[config.mk]
export PLATFORM = sky130hd
export DESIGN_NAME = motor_status_frame_deframer
export DESIGN_NICKNAME = d
export VERILOG_FILES = /design/src/rtl/msfd_pkg.sv /design/src/rtl/motor_status_frame_deframer.sv
export SDC_FILE = /design/constraint.sdc
export NUM_CORES = 1
export LEC_CHECK = 0
export BUFFER_PORTS_ARGS = -buffer_cell sky130_fd_sc_hd__buf_2
export CAP_MARGIN = 20
export CORE_MARGIN = 5
export CORE_UTILIZATION = 60
export CTS_CLUSTER_DIAMETER = 120
export DETAILED_ROUTE_END_ITERATION = 8
export PLACE_DENSITY = 0.82
export SLEW_MARGIN = 20
export SYNTH_ARGS = -nofsm -noshare
export SYNTH_HDL_FRONTEND = slang
export SYNTH_SLANG_ARGS = --single-unit
[constraint.sdc]
create_clock -name clk -period 7.5 [get_ports clk]
set_input_delay 1.875 -clock clk [delete_from_list [all_inputs] [get_ports clk]]
set_output_delay 1.875 -clock clk [all_outputs]
set_load 0.03 [all_outputs]
[src/rtl/msfd_pkg.sv]
// Package: shared types and constants for the motor status frame deframer.
package msfd_pkg;

  // Frame markers
  localparam logic [7:0] HDR_BYTE0 = 8'hAA;
  localparam logic [7:0] HDR_BYTE1 = 8'h55;
  localparam logic [7:0] FTR_CR    = 8'h0D;
  localparam logic [7:0] FTR_LF    = 8'h0A;

  // Frame length counter and capture window
  localparam int LEN_W     = 5;
  localparam int CAP_DEPTH = 13;
  localparam int CAP_IDX_W = $clog2(CAP_DEPTH);
  localparam int CAP_FIRST = 2;  // first packet byte kept

  localparam logic [LEN_W-1:0] LEN_MAX       = {LEN_W{1'b1}};
  localparam logic [LEN_W-1:0] LEN_HDR       = LEN_W'(CAP_FIRST);
  localparam logic [LEN_W-1:0] LEN_CAP_END   = LEN_W'(CAP_FIRST + CAP_DEPTH);
  localparam logic [LEN_W-1:0] MIN_FRAME_BYTES = LEN_W'(8);

  // Data length is frame length minus the overhead bytes
  localparam int FRAME_OVERHEAD = 6;
  localparam logic [LEN_W-1:0] LEN_LEVEL1 = LEN_W'(FRAME_OVERHEAD + 4);
  localparam logic [LEN_W-1:0] LEN_LEVEL2 = LEN_W'(FRAME_OVERHEAD + 8);
  localparam logic [LEN_W-1:0] LEN_LEVEL3 = LEN_W'(FRAME_OVERHEAD + 12);

  // Data levels
  localparam logic [1:0] LVL_NONE  = 2'd0;
  localparam logic [1:0] LVL_SPEED = 2'd1;
  localparam logic [1:0] LVL_CURR  = 2'd2;
  localparam logic [1:0] LVL_TEMP  = 2'd3;

  // Result status codes
  localparam logic ST_OK    = 1'b0;
  localparam logic ST_SHORT = 1'b1;

  // Counters
  localparam int CNT_W = 16;
  localparam logic [CNT_W-1:0] CNT_MAX = {CNT_W{1'b1}};

  // Configuration registers
  localparam int MCNT_W = 9;
  localparam logic [MCNT_W-1:0] MCNT_RESET = MCNT_W'(1);
  localparam int PADDR_W = 3;
  localparam logic REG_MOTOR_COUNT = 1'b0;

  // Parser phase
  typedef enum logic [1:0] {
    PH_HUNT    = 2'd0,
    PH_SEEN_AA = 2'd1,
    PH_FRAME   = 2'd2
  } phase_t;

endpackage

[src/rtl/motor_status_frame_deframer.sv]
// Top level: byte-serial motor status frame parser with one result register.
//
//  channel   direction  handshake            payload
//  in_       sink       in_valid/in_ready    in_rx_byte
//  out_      source     out_valid/out_ready  status, id, level, fields, counters
//  cfg       APB slave  psel/penable/pready  motor_count at address 0
//
// One byte is taken per clock while in_ready is high; the parser state updates on the accepted beat.
// The footer byte decodes the frame from the capture registers, multiplies
// current by voltage and loads the result register in that same cycle.
// in_ready stays high while the result register is empty or being drained.
// rst_n is synchronous: phase, flags, length, counters and motor_count reset.
module motor_status_frame_deframer
  import msfd_pkg::*;
(
  input  logic                 clk,
  input  logic                 rst_n,
  // byte input
  input  logic                 in_valid,
  output logic                 in_ready,
  input  logic [7:0]           in_rx_byte,
  // result output
  output logic                 out_valid,
  input  logic                 out_ready,
  output logic                 out_status,
  output logic [7:0]           out_motor_id,
  output logic                 out_id_in_range,
  output logic [1:0]           out_data_level,
  output logic signed [15:0]   out_speed,
  output logic signed [15:0]   out_angle,
  output logic signed [15:0]   out_current_raw,
  output logic signed [15:0]   out_voltage_raw,
  output logic signed [15:0]   out_temperature_raw,
  output logic signed [31:0]   out_power_raw,
  output logic [CNT_W-1:0]     out_good_frames,
  output logic [CNT_W-1:0]     out_bad_frames,
  // configuration
  input  logic                 psel,
  input  logic                 penable,
  input  logic                 pwrite,
  input  logic [PADDR_W-1:0]   paddr,
  input  logic [31:0]          pwdata,
  output logic [31:0]          prdata,
  output logic                 pready
);

  // Parser state
  phase_t             phase_r, phase_nxt;
  logic               last_cr_r, last_cr_nxt;
  logic [LEN_W-1:0]   len_r, len_nxt;
  logic [7:0]         cap_r [CAP_DEPTH];
  logic [CNT_W-1:0]   good_r, good_nxt;
  logic [CNT_W-1:0]   bad_r, bad_nxt;
  logic [MCNT_W-1:0]  mcnt_r;

  // Result register
  logic               out_valid_r, out_valid_nxt;
  logic               status_r;
  logic [7:0]         id_r;
  logic               in_range_r;
  logic [1:0]         level_r;
  logic signed [15:0] speed_r, angle_r, curr_r, volt_r, temp_r;
  logic signed [31:0] power_r;
  logic [CNT_W-1:0]   good_out_r, bad_out_r;

  logic               in_fire;
  logic               emit;
  logic               cap_we;
  logic [CAP_IDX_W-1:0] cap_idx;
  logic [LEN_W-1:0]   len_inc;

  // Frame decode
  logic               short_frame;
  logic [1:0]         level;
  logic signed [15:0] w_speed, w_angle, w_curr, w_volt, w_temp;
  logic signed [31:0] w_power;

  assign in_fire  = in_valid && in_ready;
  assign in_ready = !out_valid_r || out_ready;
  assign len_inc  = (len_r < LEN_MAX) ? len_r + LEN_W'(1) : len_r;
  assign cap_idx  = CAP_IDX_W'(len_r - LEN_HDR);

  // Next state of the parser
  always_comb begin
    phase_nxt   = phase_r;
    last_cr_nxt = last_cr_r;
    len_nxt     = len_r;
    emit        = 1'b0;
    cap_we      = 1'b0;
    if (in_fire) begin
      unique case (phase_r)
        PH_FRAME: begin
          cap_we      = (len_r >= LEN_HDR) && (len_r < LEN_CAP_END);
          len_nxt     = len_inc;
          last_cr_nxt = (in_rx_byte == FTR_CR);
          if (last_cr_r && (in_rx_byte == FTR_LF)) begin
            emit        = 1'b1;
            phase_nxt   = PH_HUNT;
            last_cr_nxt = 1'b0;
            len_nxt     = '0;
          end
        end
        PH_SEEN_AA: begin
          if (in_rx_byte == HDR_BYTE1) begin
            phase_nxt   = PH_FRAME;
            len_nxt     = LEN_HDR;
            last_cr_nxt = 1'b0;
          end else if (in_rx_byte != HDR_BYTE0) begin
            phase_nxt = PH_HUNT;
          end
        end
        default: begin
          phase_nxt = (in_rx_byte == HDR_BYTE0) ? PH_SEEN_AA : PH_HUNT;
        end
      endcase
    end
  end

  // Field decode at the footer; the footer and CR bytes never reach the result
  always_comb begin
    short_frame = (len_inc < MIN_FRAME_BYTES);
    if (len_inc >= LEN_LEVEL3)      level = LVL_TEMP;
    else if (len_inc >= LEN_LEVEL2) level = LVL_CURR;
    else if (len_inc >= LEN_LEVEL1) level = LVL_SPEED;
    else                            level = LVL_NONE;
    w_speed = $signed({cap_r[2],  cap_r[1]});
    w_angle = $signed({cap_r[4],  cap_r[3]});
    w_curr  = $signed({cap_r[6],  cap_r[5]});
    w_volt  = $signed({cap_r[8],  cap_r[7]});
    w_temp  = $signed({cap_r[10], cap_r[9]});
    w_power = w_curr * w_volt;
  end

  // Saturating frame counters
  always_comb begin
    good_nxt = good_r;
    bad_nxt  = bad_r;
    if (emit) begin
      if (short_frame) begin
        if (bad_r != CNT_MAX) bad_nxt = bad_r + CNT_W'(1);
      end else begin
        if (good_r != CNT_MAX) good_nxt = good_r + CNT_W'(1);
      end
    end
  end

  // Result valid
  always_comb begin
    out_valid_nxt = out_valid_r;
    if (emit)           out_valid_nxt = 1'b1;
    else if (out_ready) out_valid_nxt = 1'b0;
  end

  // Control registers
  always_ff @(posedge clk) begin
    if (!rst_n) begin
      phase_r     <= PH_HUNT;
      last_cr_r   <= 1'b0;
      len_r       <= '0;
      good_r      <= '0;
      bad_r       <= '0;
      out_valid_r <= 1'b0;
    end else begin
      phase_r     <= phase_nxt;
      last_cr_r   <= last_cr_nxt;
      len_r       <= len_nxt;
      good_r      <= good_nxt;
      bad_r       <= bad_nxt;
      out_valid_r <= out_valid_nxt;
    end
  end

  // Capture registers for packet bytes 2 to 14
  always_ff @(posedge clk) begin
    if (cap_we) cap_r[cap_idx] <= in_rx_byte;
  end

  // Result payload
  always_ff @(posedge clk) begin
    if (emit) begin
      good_out_r <= good_nxt;
      bad_out_r  <= bad_nxt;
      if (short_frame) begin
        status_r   <= ST_SHORT;
        id_r       <= '0;
        in_range_r <= 1'b0;
        level_r    <= LVL_NONE;
        speed_r    <= '0;
        angle_r    <= '0;
        curr_r     <= '0;
        volt_r     <= '0;
        temp_r     <= '0;
        power_r    <= '0;
      end else begin
        status_r   <= ST_OK;
        id_r       <= cap_r[0];
        in_range_r <= ({1'b0, cap_r[0]} < mcnt_r);
        level_r    <= level;
        speed_r    <= (level >= LVL_SPEED) ? w_speed : '0;
        angle_r    <= (level >= LVL_SPEED) ? w_angle : '0;
        curr_r     <= (level >= LVL_CURR)  ? w_curr  : '0;
        volt_r     <= (level >= LVL_CURR)  ? w_volt  : '0;
        temp_r     <= (level >= LVL_TEMP)  ? w_temp  : '0;
        power_r    <= (level >= LVL_TEMP)  ? w_power : '0;
      end
    end
  end

  // APB register: motor_count
  always_ff @(posedge clk) begin
    if (!rst_n) begin
      mcnt_r <= MCNT_RESET;
    end else if (psel && penable && pwrite && pready && paddr[2] == REG_MOTOR_COUNT) begin
      mcnt_r <= pwdata[MCNT_W-1:0];
    end
  end

  assign pready = 1'b1;
  assign prdata = (paddr[2] == REG_MOTOR_COUNT) ? {{(32-MCNT_W){1'b0}}, mcnt_r} : '0;

  // Outputs
  assign out_valid           = out_valid_r;
  assign out_status          = status_r;
  assign out_motor_id        = id_r;
  assign out_id_in_range     = in_range_r;
  assign out_data_level      = level_r;
  assign out_speed           = speed_r;
  assign out_angle           = angle_r;
  assign out_current_raw     = curr_r;
  assign out_voltage_raw     = volt_r;
  assign out_temperature_raw = temp_r;
  assign out_power_raw       = power_r;
  assign out_good_frames     = good_out_r;
  assign out_bad_frames      = bad_out_r;

endmodule
==> flow_summary.toml <==
[timing]
report.final.slew_viol_count = 0
grt_setup_unrepaired = "false"
setup_viol = 0
clock.fmax_mhz = 146
finClkSkew_ns = 0.0145
finalHoldViolations = 0
tightest_slew_ns = 1.10
slew_headroom_pct = 26.7
period_share_pct = 91.4
tns_ns = 0
hold_slack_ns = 0.463
period_minus_slack_ns = 6.86

[grt]
gr-total-overflow = 0
first_global_vias = 15500
grt_antenna_before_repair = 2
grt_pass1_wl_um = 77800
grt_max_degree = 65
grt_usage_pct = 25.0

[status]
status = "finished, final reports clean"

[logic_synthesis]
ys.flop_type = "edfxtp_1"
ys_async_sr_fraction_pct = 0
yosys-top-cells-area = "edfxtp_1 (34%), fa_1 (25%), and2_1 (7.3%)"
yosysSeqAreaShare_pct = 39.1
yosysTopAreaCell = "edfxtp_1"
postSynthAreaPerCell_sq_um = 11.2
synthesis.area_sq_um = 21300
synth_top_area_share_pct = 34.4
yosysWarnings = 0
ys_seq_elements = 294
synth_edf_count = 244
synth_cell_types = 69
netlist_instances = 1903

[clock_network]
insertion_delay_ns = 0.58
clockRootBuffer = "clkbuf_16"
cts_setup_buffers = 0
cts_sinks = 294
cts_made_buffers = 29
clock_path_buffers = 3
postCtsHoldBufs = 0
h-tree-depth = 1
cts_tree = "yes"
path_clk_slew_ns = 0.07
cts_resized = 0

[worst_setup_path]
startpoint_type = "register"
endpoint_kind = "register"
worst_ep_required_time_ns = 7.83
path_max_fanout = 17
worstPathArrival_ns = 7.19
critical_path_class = "register to register"

[floorplan]
fp.coreArea_sq_um = 35300
die_w_um = 198
die_area_sq_um = 39400
die_h_um = 198
rows = 69
ios = 241
initial_core_util_pct = 60.4

[layout]
nets = 2495
antenna_cells = 0
final_cell_mix = "inv_1 (342), fa_1 (262), and2_1 (248), edfxtp_1 (244), nand2_1 (201)"
drive_gt1_share_pct = 12.9
fillers = 2535
multi_input_area_sq_um = 11400
post-route-util_pct = 66.8
regArea_sq_um = 8330
syn2layout_area_growth_pct = 10.6
final_common_cell = "inv_1"
final_cells = 2568

[detailed_routing]
vias = 14200
viasPerCell = 5.51
drc = 0
drt-initial-drc-count = 969
dr.pass1.iters = 5
routedWlPerCell_um = 18.4
antenna_left = 0
wl_um = 47200

[pwr]
p_total_mw = 3.22
ir_drop_mv = 0.175
p_per_area_nw_per_um2 = 137
cellLeakagePower_nw = 9.99

[place]
gp_congestion = 0.893
port-buffer-count = 191
dpl.cell_count = 2514
dp_hpwl_um = 34500

[min_path]
min_path_type = "register to register"

[job]
drv_cap = 0
## kinds of logic (layout without fill, tap and decap cells)
kind of cell | after synthesis | after routing | share of synthesized area, %
adders and majority gates | 361 | 361 | 30.4
and+or+nand+nor | 612 | 612 | 15.2
other | 2 | 24 | 0.0352
xor gates and xnor gates | 58 | 58 | 2.38
muxes | 8 | 8 | 0.423
DFF | 294 | 294 | 39.1
AOI/OAI and AO/OA | 146 | 146 | 4.54
buffers and inverters | 422 | 604 | 7.89
## area by class of cell
class,instances,share of cell area [%]
clock buffer,35,3.17
clock inverter,19,0.727
inverter,343,5.46
sequential,294,35.3
multi-input combinational,1209,48.3
timing repair buffer,207,4.56
tap,461,2.45
## layer usage
metal / vias to the layer above / global-route usage (%) / part of all wire, %
met4: 4 / 10.6 / 4.9
met3: 158 / 5.49 / 8.9
li1: 6323 / - / -
met1: 7029 / 30.2 / 36
met2: 647 / 43.5 / 50
met5: - / 0 / 0.044
## state kept, by name (all words and copies together) (netlist names), 8 cells and up
register,cells
bad_r,16
cap_r,88
good_r,16
mcnt_r,9
out_angle,16
out_bad_frames,16
out_current_raw,16
out_good_frames,16
out_motor_id,8
out_power_raw,32
out_speed,16
out_temperature_raw,16
out_voltage_raw,16
## metrics by stage
step	setup WS, ns	instance area (sq um)
after floorplan	1.43	21400
after global placement	0.843	22700
after detailed placement	0.756	22700
after CTS	0.717	23600
after global routing	0.357	23600
final	0.642	23600
## cells in the mapped netlist, drive strengths merged, types with 2 or more instances
library cell,instances
a211oi,8
a21boi,9
a21o,9
a21oi,34
a221o,3
a31oi,6
and2,248
and3,8
and4,4
buf,25
clkbuf,54
conb,2
dfxtp,50
edfxtp,244
fa,262
ha,99
inv,342
mux2,5
mux2i,3
nand2,202
nand2b,11
nand3,25
nand3b,3
nand4,6
nand4b,2
nor2,76
nor2b,6
nor3,7
nor3b,2
nor4,5
o211a,2
o211ai,5
o21a,16
o21ai,33
o21bai,5
o31a,2
o31ai,6
or3,3
xnor2,38
xor2,20
## critical path, stage by stage (launching register included)
cell	delay [ns]
edfxtp_1	0.87
nand2_1	0.19
fa_1	0.56
fa_1	0.62
fa_1	0.47
fa_1	0.55
inv_1	0.05
fa_1	0.49
fa_1	0.42
ha_1	0.36
a21oi_1	0.18
o21ai_0	0.14
a221o_1	0.30
a31oi_1	0.49
o21ai_1	0.34
a211oi_1	0.33
xor2_1	0.18
nor2_1	0.05
## power breakdown
group	switching (mW)	leakage, nW	internal (mW)
Combinational	0.0410	7.13	0.00919
Clock	0.631	0.446	0.787
Sequential	0.000640	2.42	1.75
Total	0.673	9.99	2.55
## path summary, 6_finish.rpt
kind                                           to  slack [ns]  cells past startpoint         from
worst max-delay path            out_power_raw[26]        0.64                     17  cap_r[6][2]
worst min-delay path                    mcnt_r[2]        0.46                      2    mcnt_r[2]
worst max register to register  out_power_raw[26]        0.64                     17  cap_r[6][2]
worst min register to register          mcnt_r[2]        0.46                      2    mcnt_r[2]
No activity file was read; power rests on OpenSTA's default activity.
